`config.mk`:
```
export PLATFORM = sky130hd
export DESIGN_NAME = lfu_mru_scan
export DESIGN_NICKNAME = d
export VERILOG_FILES = /design/src/rtl/lfu_mru_pkg.sv /design/src/rtl/lfu_mru_scan.sv
export SDC_FILE = /design/constraint.sdc
export NUM_CORES = 1
export LEC_CHECK = 0
export BUFFER_PORTS_ARGS = -buffer_cell sky130_fd_sc_hd__buf_4
export CAP_MARGIN = 20
export CORE_UTILIZATION = 54
export DETAILED_ROUTE_END_ITERATION = 8
export PLACE_DENSITY = 0.84
export SYNTH_ARGS = -nofsm -noshare
export SYNTH_HDL_FRONTEND = slang
export SYNTH_SLANG_ARGS = --single-unit
```
`constraint.sdc`:
```
create_clock -name clk_i -period 15.7 [get_ports clk_i]
set_clock_uncertainty 0.15 [all_clocks]
set_input_delay 0 -clock clk_i [delete_from_list [all_inputs] [get_ports clk_i]]
set_output_delay 0 -clock clk_i [all_outputs]
set_load 0.01 [all_outputs]
```
`src/rtl/lfu_mru_pkg.sv`:
```
`default_nettype none

package lfu_mru_pkg;

  // Default geometry
  localparam int unsigned ENTRIES_DEF    = 64;
  localparam int unsigned COUNT_BITS_DEF = 16;
  localparam int unsigned KEY_BITS_DEF   = 32;

  // Fixed field and state widths
  localparam int unsigned STAMP_W   = 48;
  localparam int unsigned CNT_OUT_W = 16;
  localparam int unsigned CAP_W     = 7;
  localparam int unsigned PADDR_W   = 3;
  localparam int unsigned PDATA_W   = 32;

  localparam logic [CAP_W-1:0] CAP_RESET = 7'd64;

  // Register index (word address)
  localparam logic [PADDR_W-3:0] REG_CAPACITY = 1'b0;

  // Item kinds
  typedef enum logic [1:0] {
    KIND_ACCESS = 2'd0,
    KIND_PEEK   = 2'd1,
    KIND_REMOVE = 2'd2
  } kind_e;

  // Status of one scan pass
  typedef struct packed {
    logic match_found;
    logic victim_found;
    logic free_found;
  } scan_flags_t;

endpackage

`default_nettype wire

```
`src/rtl/lfu_mru_scan.sv`:
```
`default_nettype none

// Compare unit shared by every scan pass: looks at one entry per cycle and
// keeps the key match, the replacement victim and the first free slot.
module lfu_mru_scan import lfu_mru_pkg::*; #(
  parameter int unsigned ENTRIES    = ENTRIES_DEF,
  parameter int unsigned COUNT_BITS = COUNT_BITS_DEF,
  parameter int unsigned KEY_BITS   = KEY_BITS_DEF
) (
  input  wire logic                          clk_i,
  input  wire logic                          rst_ni,
  input  wire logic                          clear_i,
  input  wire logic                          strobe_i,
  input  wire logic [$clog2(ENTRIES)-1:0]    idx_i,
  input  wire logic                          valid_i,
  input  wire logic [KEY_BITS-1:0]           key_i,
  input  wire logic [COUNT_BITS-1:0]         count_i,
  input  wire logic [STAMP_W-1:0]            stamp_i,
  input  wire logic [KEY_BITS-1:0]           find_key_i,
  output scan_flags_t                        flags_o,
  output logic [$clog2(ENTRIES)-1:0]         match_idx_o,
  output logic [COUNT_BITS-1:0]              match_count_o,
  output logic [$clog2(ENTRIES)-1:0]         victim_idx_o,
  output logic [KEY_BITS-1:0]                victim_key_o,
  output logic [$clog2(ENTRIES)-1:0]         free_idx_o
);

  localparam int unsigned IDX_W = $clog2(ENTRIES);

  scan_flags_t           flags_q, flags_d;
  logic [IDX_W-1:0]      match_idx_q, match_idx_d;
  logic [COUNT_BITS-1:0] match_cnt_q, match_cnt_d;
  logic [IDX_W-1:0]      vict_idx_q, vict_idx_d;
  logic [COUNT_BITS-1:0] vict_cnt_q, vict_cnt_d;
  logic [STAMP_W-1:0]    vict_stamp_q, vict_stamp_d;
  logic [KEY_BITS-1:0]   vict_key_q, vict_key_d;
  logic [IDX_W-1:0]      free_idx_q, free_idx_d;
  logic                  live;
  logic                  better;

  // Lower count wins; on equal count the newer stamp wins
  assign live   = strobe_i && valid_i;
  assign better = !flags_q.victim_found || (count_i < vict_cnt_q) ||
                  ((count_i == vict_cnt_q) && (stamp_i > vict_stamp_q));

  always_comb begin
    flags_d      = flags_q;
    match_idx_d  = match_idx_q;
    match_cnt_d  = match_cnt_q;
    vict_idx_d   = vict_idx_q;
    vict_cnt_d   = vict_cnt_q;
    vict_stamp_d = vict_stamp_q;
    vict_key_d   = vict_key_q;
    free_idx_d   = free_idx_q;
    if (clear_i) begin
      flags_d = '0;
    end else begin
      if (live && (key_i == find_key_i) && !flags_q.match_found) begin
        flags_d.match_found = 1'b1;
        match_idx_d         = idx_i;
        match_cnt_d         = count_i;
      end
      if (live && better) begin
        flags_d.victim_found = 1'b1;
        vict_idx_d           = idx_i;
        vict_cnt_d           = count_i;
        vict_stamp_d         = stamp_i;
        vict_key_d           = key_i;
      end
      if (strobe_i && !valid_i && !flags_q.free_found) begin
        flags_d.free_found = 1'b1;
        free_idx_d         = idx_i;
      end
    end
  end

  always_ff @(posedge clk_i or negedge rst_ni) begin
    if (!rst_ni) begin
      flags_q <= '0;
    end else begin
      flags_q <= flags_d;
    end
  end

  always_ff @(posedge clk_i) begin
    match_idx_q  <= match_idx_d;
    match_cnt_q  <= match_cnt_d;
    vict_idx_q   <= vict_idx_d;
    vict_cnt_q   <= vict_cnt_d;
    vict_stamp_q <= vict_stamp_d;
    vict_key_q   <= vict_key_d;
    free_idx_q   <= free_idx_d;
  end

  assign flags_o       = flags_q;
  assign match_idx_o   = match_idx_q;
  assign match_count_o = match_cnt_q;
  assign victim_idx_o  = vict_idx_q;
  assign victim_key_o  = vict_key_q;
  assign free_idx_o    = free_idx_q;

endmodule

`default_nettype wire

```
==> qor.csv, run 1 <==
stage,metric,value,unit
timing,max_freq,0.279,GHz
yosys,synth_ff_type,edfxtp_1,
detailed_routing,drt_wl_total,18900,um
placement,dp_hpwl,9920,um
detailed_routing,avgRoutedWirePerCell,20.8,um
power_and_ir_drop,leakagePower,0.00423,uW
yosys,synthArstFlopShare,2.26,%
clock_tree,cts_tree,built,
critical_path,worst_setup_path_start_kind,register,
yosys,synth_cell_types,33,
floorplan,fp.dieW,108,um
worst_hold_path,hp-start,stamp_i[11],
layout,layout-drive-gt1-share,31.9,%
placement,place_area,7770,um2
timing,grt_setup_unrepaired,false,
power_and_ir_drop,powerDensity,97.8,nW/um2
timing,drv_slew,0,
critical_path,end_kind,register,
clock_tree,max-clock-path-buffers,2,
worst_hold_path,hold_class,input pin to register,
clock_tree,ctsResizeCount,0,
detailed_routing,post-route-drc-count,0,
global_route,grt.total_usage,32.6,%
yosys,synth_top_cell_by_area,edfxtp_1,
yosys,syn_inst,414,
timing,hold_ws,57.9,ps
placement,portBuffers,207,
floorplan,initial_core_util,55.5,%
critical_path,critPathArrivalTime,3580,ps
detailed_routing,first_pass_iters,5,
critical_path,critical_path.max_fanout,66,
global_route,grt_pass1_wl,27300,um
yosys,synth_area_leaders,"edfxtp_1, ha_1, inv_1, xor2_1, a21oi_1",
yosys,synth_top_area_share,64.9,%
yosys,syn-cell-area,6020,um2
clock_tree,clk_latency,530,ps
floorplan,die_h,108,um
yosys,synth-warning-count,0,
critical_path,startpoint,vict_cnt_q[9],
clock_tree,cts_root_buffer,clkbuf_8,
detailed_routing,viasPerCell,5.43,
floorplan,pin_count,208,
clock_tree,path_clk_slew,60,ps
clock_tree,numClockSinks,133,
yosys,syn_area_per_cell,14.5,um2
layout,final_nets,959,
power_and_ir_drop,ir_drop,76.8,uV
detailed_routing,drt_iter0_markers,297,
run_status,status,completed,
floorplan,core,10800,um2
clock_tree,cts_buffers,17,
layout,n_antenna_cell,0,
critical_path,worstPathCellList,inv_1 -> ha_1 -> nand4_1 -> or3_1 -> nor3_1 -> o21ai_0 -> o21ai_4 -> buf_4,
floorplan,core.rowCount,38,
global_route,overflow,0,
timing,hold_viol,0,
timing,tns,0,ps
layout,final_common_cell,buf_4,
critical_path,max_stage_delay,740,ps
critical_path,cp.required,15700,ps
placement,routabilityCongestion,0.854,
yosys,synth_edf_count,130,
timing,slew_headroom,44.0,%
detailed_routing,drtAntennaViolNets,0,
global_route,grt_max_degree,67,
floorplan,die_area,11600,um2
yosys,syn-num-nets,617,
yosys,seq_area_frac_synth,66.1,%
detailed_routing,num_vias,4939,
critical_path,rr_startpoint,vict_cnt_q[9],
timing,period_minus_slack,3590,ps
job,drv_cap,0,
timing,worst_pin_slew,839,ps
clock_tree,post_cts.repair.setup_buffers,0,
global_route,antenna_found_initial,0,
layout,layout_common_cells,"buf_4, edfxtp_1, dlygate4sd3_1",
layout,fin_area,9580,um2
timing,setup_viol,0,
critical_path,path_class,register to register,
global_route,grt_pass1_vias,5333,
layout,syn2layout_area_growth,59.2,%
clock_tree,htreeDepth,4,
timing,fin_crit_sh,22.8,%
yosys,ys_ff_latch,133,
critical_path,cp_slowest_cell,buf_4,
cell usage after synthesis, types with 2 or more instances:
cell / count
o21ai_1: 2
nor2b_1: 2
nand4_1: 18
edfxtp_1: 130
nor3_1: 3
nor4_2: 2
nand2_1: 7
o21ai_0: 7
inv_1: 67
ha_1: 64
xor2_1: 23
dfrtp_1: 3
nor2_1: 11
nand3_1: 7
nor4_1: 4
xnor2_1: 9
a211oi_1: 2
a21o_1: 14
a21oi_1: 25
power by group:
part           total (uW)  switching [uW]  leakage (uW)  internal, uW
Combinational         113            50.1       0.00270          62.9
Sequential            404            3.14       0.00123           400
Clock                 420             148      0.000300           273
worst max-delay path: cells and delay by family, from the launching register on:
| kind | cells | cell delay, ps |
|---|---|---|
| fa+ha+maj | 1 | 350 |
| simple gates | 3 | 950 |
| buf+inv | 2 | 790 |
| compound gates | 2 | 590 |
| flops | 1 | 340 |
state kept, by name, indices dropped and copies added, names as in the netlist:
| register | flops |
|---|---|
| free_idx_o | 6 |
| victim_idx_o | 6 |
| vict_cnt_q | 16 |
| vict_stamp_q | 48 |
| match_count_o | 16 |
| flags_o | 3 |
| match_idx_o | 6 |
| victim_key_o | 32 |
layer usage:
metal,up-vias,wire length (um),GRT usage (%)
met5,-,0,0
met4,0,879,16.2
met3,77,1350,7.51
met2,272,10100,60.4
met1,2379,6520,34.4
li1,2211,-,-
final timing paths:
check / cells past startpoint / slack [ps] / end
min in group asynchronous: 3 / 280 / flags_o[2]
max in group asynchronous: 3 / 14950 / flags_o[1]
worst min-delay path: 2 / 60 / vict_stamp_q[11]
worst min register to register: 2 / 450 / flags_o[2]
worst max-delay path: 8 / 12110 / vict_cnt_q[1]
worst max register to register: 8 / 12110 / vict_cnt_q[1]
cells by family after synthesis:
kind of cell / count (synthesis) / synth area share, %
buffers and inverters: 67 / 4.18
AND/OR/NAND/NOR: 61 / 5.97
adder cells (fa/ha/maj): 64 / 13.3
AO/OA/AOI/OAI: 57 / 5.76
XOR/XNOR: 32 / 4.66
flip-flops: 133 / 66.1
cell type report:
class / count / area, um2
Sequential cell: 133 / 3980
Timing Repair Buffer: 323 / 2750
Multi-Input combinational cell: 214 / 1800
Fill cell: 463 / 1260
Clock buffer: 18 / 418
Inverter: 67 / 251
Clock inverter: 14 / 209
Tap cell: 140 / 175
stage by stage:
stage	total power (uW)	util, %	setup slack (ps)	std cells
3_5_place_dp	492	71.7	11790	763
6_report	937	88.4	12110	909
4_1_cts	927	87.8	11720	907
2_1_floorplan	444	-	9090	414
3_3_place_gp	488	71.7	11860	763
5_1_grt	963	88.4	11970	909
repair_timing:
item                                   4_1_cts  5_1_grt
hold buffers                               112        0
setup endpoints to repair                    0        0
endpoints found under the hold margin      142        0
No activity file was read; power rests on OpenSTA's default activity.
==> run 2, diff against run 1 <==
--- a/config.mk
+++ b/config.mk
@@ -7,9 +7,9 @@
 export LEC_CHECK = 0
 export BUFFER_PORTS_ARGS = -buffer_cell sky130_fd_sc_hd__buf_4
 export CAP_MARGIN = 20
-export CORE_UTILIZATION = 54
+export CORE_UTILIZATION = 50
 export DETAILED_ROUTE_END_ITERATION = 8
-export PLACE_DENSITY = 0.84
+export PLACE_DENSITY = 0.79
 export SYNTH_ARGS = -nofsm -noshare
 export SYNTH_HDL_FRONTEND = slang
 export SYNTH_SLANG_ARGS = --single-unit
==> constraint.sdc (replaced) <==
create_clock -name clk_i -period 3.7 [get_ports clk_i]
set_clock_uncertainty 0.15 [all_clocks]
set_input_delay 0 -clock clk_i [delete_from_list [all_inputs] [get_ports clk_i]]
set_output_delay 0 -clock clk_i [all_outputs]
set_load 0.01 [all_outputs]
==> run 2 against run 1 <==
Highest routed layer unchanged. Critical endpoint is now victim_idx_o[1]. The run now ends with DRC left. Total power rose to 4.1 times the previous value. Via count is 5.2% lower. First-iteration DRC count down 20%.
==> qor.csv, run 2 (synthesized netlist as in run 1, its figures left out) <==
stage,metric,value,unit
timing,worst_pin_slew,465,ps
clock_tree,max-clock-path-buffers,2,
critical_path,cp.required,3650,ps
critical_path,worst_setup_path_start_kind,register,
power_and_ir_drop,swShare,20.7,%
floorplan,die_h,112,um
layout,layout_common_cells,"buf_4, edfxtp_1, dlygate4sd3_1",
power_and_ir_drop,power.internal,3070,uW
critical_path,end_kind,register,
critical_path,crit_family,simple AND/OR/NAND/NOR gates,
clock_tree,cts_buffers,17,
power_and_ir_drop,pwr-share-clk,43.9,%
critical_path,critical_path.max_fanout,81,
detailed_routing,first_pass_iters,6,
floorplan,core.rowCount,39,
layout,final_common_cell,buf_4,
timing,tns,0,ps
detailed_routing,avgRoutedWirePerCell,18.3,um
timing,period_minus_slack,2820,ps
floorplan,core,11600,um2
placement,dp_hpwl,10300,um
detailed_routing,drt_iter0_markers,237,
detailed_routing,viasPerCell,5.14,
global_route,grt_pass1_wl,26500,um
layout,layout-drive-gt1-share,31.4,%
critical_path,cp_slowest_cell,nor4bb_1,
power_and_ir_drop,p_sw,801,uW
detailed_routing,num_vias,4684,
layout,nFillCells,630,
layout,n_antenna_cell,0,
critical_path,critical_path_buf_inv_count,2,
floorplan,pin_count,208,
power_and_ir_drop,powerDensity,407,nW/um2
timing,slew_headroom,68.5,%
critical_path,critPathArrivalTime,2770,ps
clock_tree,path_clk_slew,60,ps
timing,setup_viol,0,
clock_tree,clk_latency,410,ps
clock_tree,cts_tree,built,
run_status,status,finished with violations,
detailed_routing,drtAntennaViolNets,0,
global_route,grt_pass1_vias,5324,
floorplan,fp.dieW,112,um
timing,drv_slew,0,
timing,fin_crit_sh,76.2,%
timing,grt_setup_unrepaired,false,
detailed_routing,post-route-drc-count,16,
placement,routabilityCongestion,0.907,
clock_tree,cts_root_buffer,clkbuf_16,
layout,largest_register,vict_stamp_q,
clock_tree,htreeDepth,4,
power_and_ir_drop,comb_power_share,12.0,%
floorplan,initial_core_util,52.0,%
critical_path,max_stage_delay,460,ps
critical_path,worstPathCellList,inv_1 -> ha_1 -> nand4_1 -> or2_1 -> a21oi_1 -> a2111oi_0 -> a21oi_1 -> nor4bb_1 -> o21ai_4 -> buf_12,
global_route,overflow,0,
job,drv_cap,0,
critical_path,path_class,register to register,
layout,largest_reg_flops,48,
power_and_ir_drop,leakagePower,0.00421,uW
timing,max_freq,0.355,GHz
global_route,grt_max_degree,82,
floorplan,die_area,12500,um2
global_route,grt.total_usage,28.3,%
power_and_ir_drop,ir_drop,323,uV
layout,multiInputGateArea,1800,um2
placement,portBuffers,207,
detailed_routing,drt_wl_total,16700,um
timing,setup_slack,880,ps
run_status,failed_checks,DRC,
layout,final_nets,958,
clock_tree,numClockSinks,133,
worst_hold_path,hold_class,input pin to register,
layout,seqCellArea,3980,um2
global_route,antenna_found_initial,0,
power_and_ir_drop,power.share.sequential,44.2,%
timing,hold_viol,0,
timing,hold_ws,178,ps
layout,syn2layout_area_growth,58.1,%
placement,preCtsSetupSlack,875,ps
critical_path,crit_path_frequent_cell,a21oi_1,
[run 2: cell type report]
class                           instances  area share [%]
Clock inverter                         14            1.74
Clock buffer                           18            4.51
Timing Repair Buffer                  322            28.5
Multi-Input combinational cell        214            18.9
Inverter                               67            2.64
Sequential cell                       133            41.8
Tap cell                              143            1.88
[run 2: worst reg2reg max path: stages (launching register included)]
cell       delay (ps)
edfxtp_1          370
inv_1              60
ha_1              250
nand4_1           130
or2_1             130
a21oi_1            50
a2111oi_0         380
a21oi_1           110
nor4bb_1          460
o21ai_4           130
buf_12            230
[run 2: path summary, 6_finish.rpt]
path                                   from               end  slack [ps]  cells after the start
setup / recovery           vict_stamp_q[15]   victim_idx_o[1]         880                     10
setup reg to reg           vict_stamp_q[15]   victim_idx_o[1]         880                     10
max in group asynchronous            rst_ni        flags_o[0]        2910                      3
hold / removal                  stamp_i[16]  vict_stamp_q[16]         180                      2
min in group asynchronous            rst_ni        flags_o[2]         340                      3
hold reg to reg                  flags_o[2]        flags_o[2]         430                      2
[run 2: per-layer routing]
layer / wire length, um / vias to the layer above / GRT usage, % / share of wire [%]
met2: 8870 / 175 / 52.0 / 53
met3: 807 / 52 / 6.31 / 4.8
li1: - / 2208 / - / -
met5: 0 / - / 0 / 0
met1: 6340 / 2249 / 30.2 / 38
met4: 635 / 0 / 14.9 / 3.8
[run 2: timing repair]
item                                   CTS  global route
resized for setup                        0             0
setup endpoints to repair                0             0
hold buffers                           111             0
endpoints found under the hold margin  142             0
setup buffers                            0             0
[run 2: power by group through the flow]
stage	logic [uW]	clock network [uW]	registers, uW
CTS	450	1700	1710
finish	463	1700	1710
global placement	334	0	1740
global route	503	1770	1710
detailed placement	347	0	1740
floorplan	133	0	1750
[run 2: stage by stage]
step	instance area (um2)	util, %	total power, uW	std cells
2_1_floorplan	6030	-	1880	414
3_3_place_gp	7810	67.5	2070	768
3_5_place_dp	7810	67.5	2090	768
4_1_cts	9510	82.2	3860	911
5_1_grt	9510	82.2	3990	911
6_report	9510	82.2	3870	911
==> run 3, diff against run 2 <==
--- a/config.mk
+++ b/config.mk
@@ -7,9 +7,9 @@
 export LEC_CHECK = 0
 export BUFFER_PORTS_ARGS = -buffer_cell sky130_fd_sc_hd__buf_4
 export CAP_MARGIN = 20
-export CORE_UTILIZATION = 50
+export CORE_UTILIZATION = 45
 export DETAILED_ROUTE_END_ITERATION = 8
-export PLACE_DENSITY = 0.79
+export PLACE_DENSITY = 0.75
 export SYNTH_ARGS = -nofsm -noshare
 export SYNTH_HDL_FRONTEND = slang
 export SYNTH_SLANG_ARGS = --single-unit
==> constraint.sdc (replaced) <==
create_clock -name clk_i -period 2.3 [get_ports clk_i]
set_clock_uncertainty 0.15 [all_clocks]
set_input_delay 0 -clock clk_i [delete_from_list [all_inputs] [get_ports clk_i]]
set_output_delay 0 -clock clk_i [all_outputs]
set_load 0.01 [all_outputs]
==> run 3 against run 2 <==
The run ends with setup timing left. Hold slack worse by 120 ps. Non-clock buffer count increased by 39. Flip-flop and latch count unchanged. Count of clock-buffer cells in the layout grew 3. Clock power up 72%. Cell count increased by 7.5%. Final area rose by 9.4%. First-iteration DRC count grew 27%. Fmax is 6.6% higher. Die area is 11% higher. Critical endpoint is now vict_stamp_q[45].
==> qor.csv, run 3 (synthesized netlist as in run 1, its figures left out) <==
stage,metric,value,unit
layout,nFillCells,665,
timing,setup_viol,102,
timing,drv_slew,0,
timing,hold_ws,53.9,ps
layout,largest_reg_flops,48,
detailed_routing,first_pass_iters,7,
worst_hold_path,whs_path_depth,5,
critical_path,startpoint,vict_stamp_q[15],
layout,final_nets,997,
clock_tree,path_clk_slew,60,ps
detailed_routing,viasPerCell,5.00,
critical_path,end_kind,register,
floorplan,die_h,118,um
critical_path,rr_startpoint,vict_stamp_q[15],
critical_path,critPathArrivalTime,2680,ps
floorplan,core,12800,um2
job,drv_cap,0,
clock_tree,max-clock-path-buffers,2,
clock_tree,cts_buffers,17,
detailed_routing,post-route-drc-count,0,
global_route,grt_pass1_vias,5406,
placement,preCtsSetupSlack,-445,ps
layout,final_common_cell,buf_4,
detailed_routing,avgRoutedWirePerCell,19.2,um
detailed_routing,drtAntennaViolNets,0,
critical_path,ff2ff_setup_slack,-350,ps
placement,dp_hpwl,10600,um
timing,hold_viol,0,
critical_path,r2r-end,vict_stamp_q[45],
detailed_routing,drt_iter0_markers,301,
timing,grt_setup_unrepaired,true,
layout,syn2layout_area_growth,72.9,%
detailed_routing,drt_wl_total,18800,um
clock_tree,cts_root_buffer,clkbuf_16,
floorplan,core.rowCount,41,
critical_path,worst_setup_path_start_kind,register,
layout,n_antenna_cell,0,
timing,period_minus_slack,2650,ps
detailed_routing,num_vias,4898,
floorplan,fp.dieW,118,um
clock_tree,htreeDepth,4,
clock_tree,cts_tree,built,
floorplan,die_area,13800,um2
layout,layout-drive-gt1-share,36.4,%
power_and_ir_drop,powerDensity,628,nW/um2
timing,fin_crit_sh,115,%
power_and_ir_drop,leakagePower,0.00462,uW
worst_hold_path,holdPathEnd,flags_o[2],
worst_hold_path,hp-start,find_key_i[1],
global_route,antenna_found_initial,0,
clock_tree,numClockSinks,133,
timing,setup_slack,-347,ps
layout,seqCellArea,3980,um2
global_route,grt_pass1_wl,27600,um
global_route,grt_max_degree,23,
placement,portBuffers,207,
layout,multiInputGateArea,1960,um2
floorplan,initial_core_util,46.9,%
worst_hold_path,hold_class,input pin to register,
global_route,overflow,0,
critical_path,critical_path.max_fanout,6,
run_status,failed_checks,setup timing,
critical_path,path_class,register to register,
timing,worst_pin_slew,375,ps
placement,routabilityCongestion,0.901,
timing,max_freq,0.378,GHz
layout,layout_common_cells,"buf_4, edfxtp_1, dlygate4sd3_1",
placement,place_area,7980,um2
power_and_ir_drop,ir_drop,444,uV
critical_path,worst-r2r-cell-count,11,
run_status,status,finished with violations,
global_route,grt.total_usage,26.2,%
layout,largest_register,vict_stamp_q,
critical_path,cp.required,2340,ps
layout,fin_area,10400,um2
power_and_ir_drop,power.total,6530,uW
floorplan,pin_count,208,
timing,slew_headroom,74.7,%
clock_tree,clk_latency,420,ps
==> run 3: cell type report <==
class                           count  share of cell area, %
Multi-Input combinational cell    214                   18.8
Clock buffer                       21                   4.23
Timing Repair Buffer              361                   32.5
Clock inverter                     11                   1.74
Sequential cell                   133                   38.2
Tap cell                          172                   2.07
Inverter                           67                   2.42
==> run 3: how the worst max path moves through the flow <==
stage                       end  slack [ps]
2_1_floorplan     vict_cnt_q[0]       -1310
3_3_place_gp   victim_key_o[26]        -310
3_5_place_dp   victim_key_o[13]        -450
4_1_cts        vict_stamp_q[38]        -330
5_1_grt        vict_stamp_q[46]        -500
6_report       vict_stamp_q[45]        -350
==> run 3: critical path: stages (launching register included) <==
cell,delay (ps)
edfxtp_1,370
inv_1,110
ha_4,210
buf_4,140
nand2_1,80
nor2_1,60
a2111oi_2,350
a21oi_2,130
nor4bb_4,360
o21ai_4,120
buf_12,170
clkbuf_16,160
==> run 3: per-layer routing <==
layer	GRT usage [%]	share of wire, %
met1	28.6	38
met2	46.2	53
met3	7.03	5.3
met4	14.2	3.2
met5	0	0
==> run 3: through the flow <==
| step | util (%) | setup TNS, ps | instances |
|---|---|---|---|
| after floorplan | - | -133570 | 414 |
| after global placement | 62.2 | -31430 | 812 |
| after detailed placement | 62.2 | -44950 | 812 |
| after CTS | 78.4 | -32230 | 968 |
| after global routing | 81.1 | -49260 | 979 |
| final | 81.1 | -34140 | 979 |
==> run 3: power breakdown <==
group	total, uW	switching [uW]	internal [uW]
clock network	2920	1000	1910
logic	867	359	509
registers	2750	19.0	2730
total	6530	1380	5150
==> run 3: timing repair <==
| action | in CTS | in global routing |
|---|---|---|
| setup endpoints to repair | 102 | 124 |
| buffers inserted | 3 | 2 |
| gates resized for setup | 22 | 31 |
| hold buffers | 114 | 8 |
| cloned | 7 | 8 |
| hold endpoints to repair | 142 | 8 |
| pin swaps | 6 | 17 |
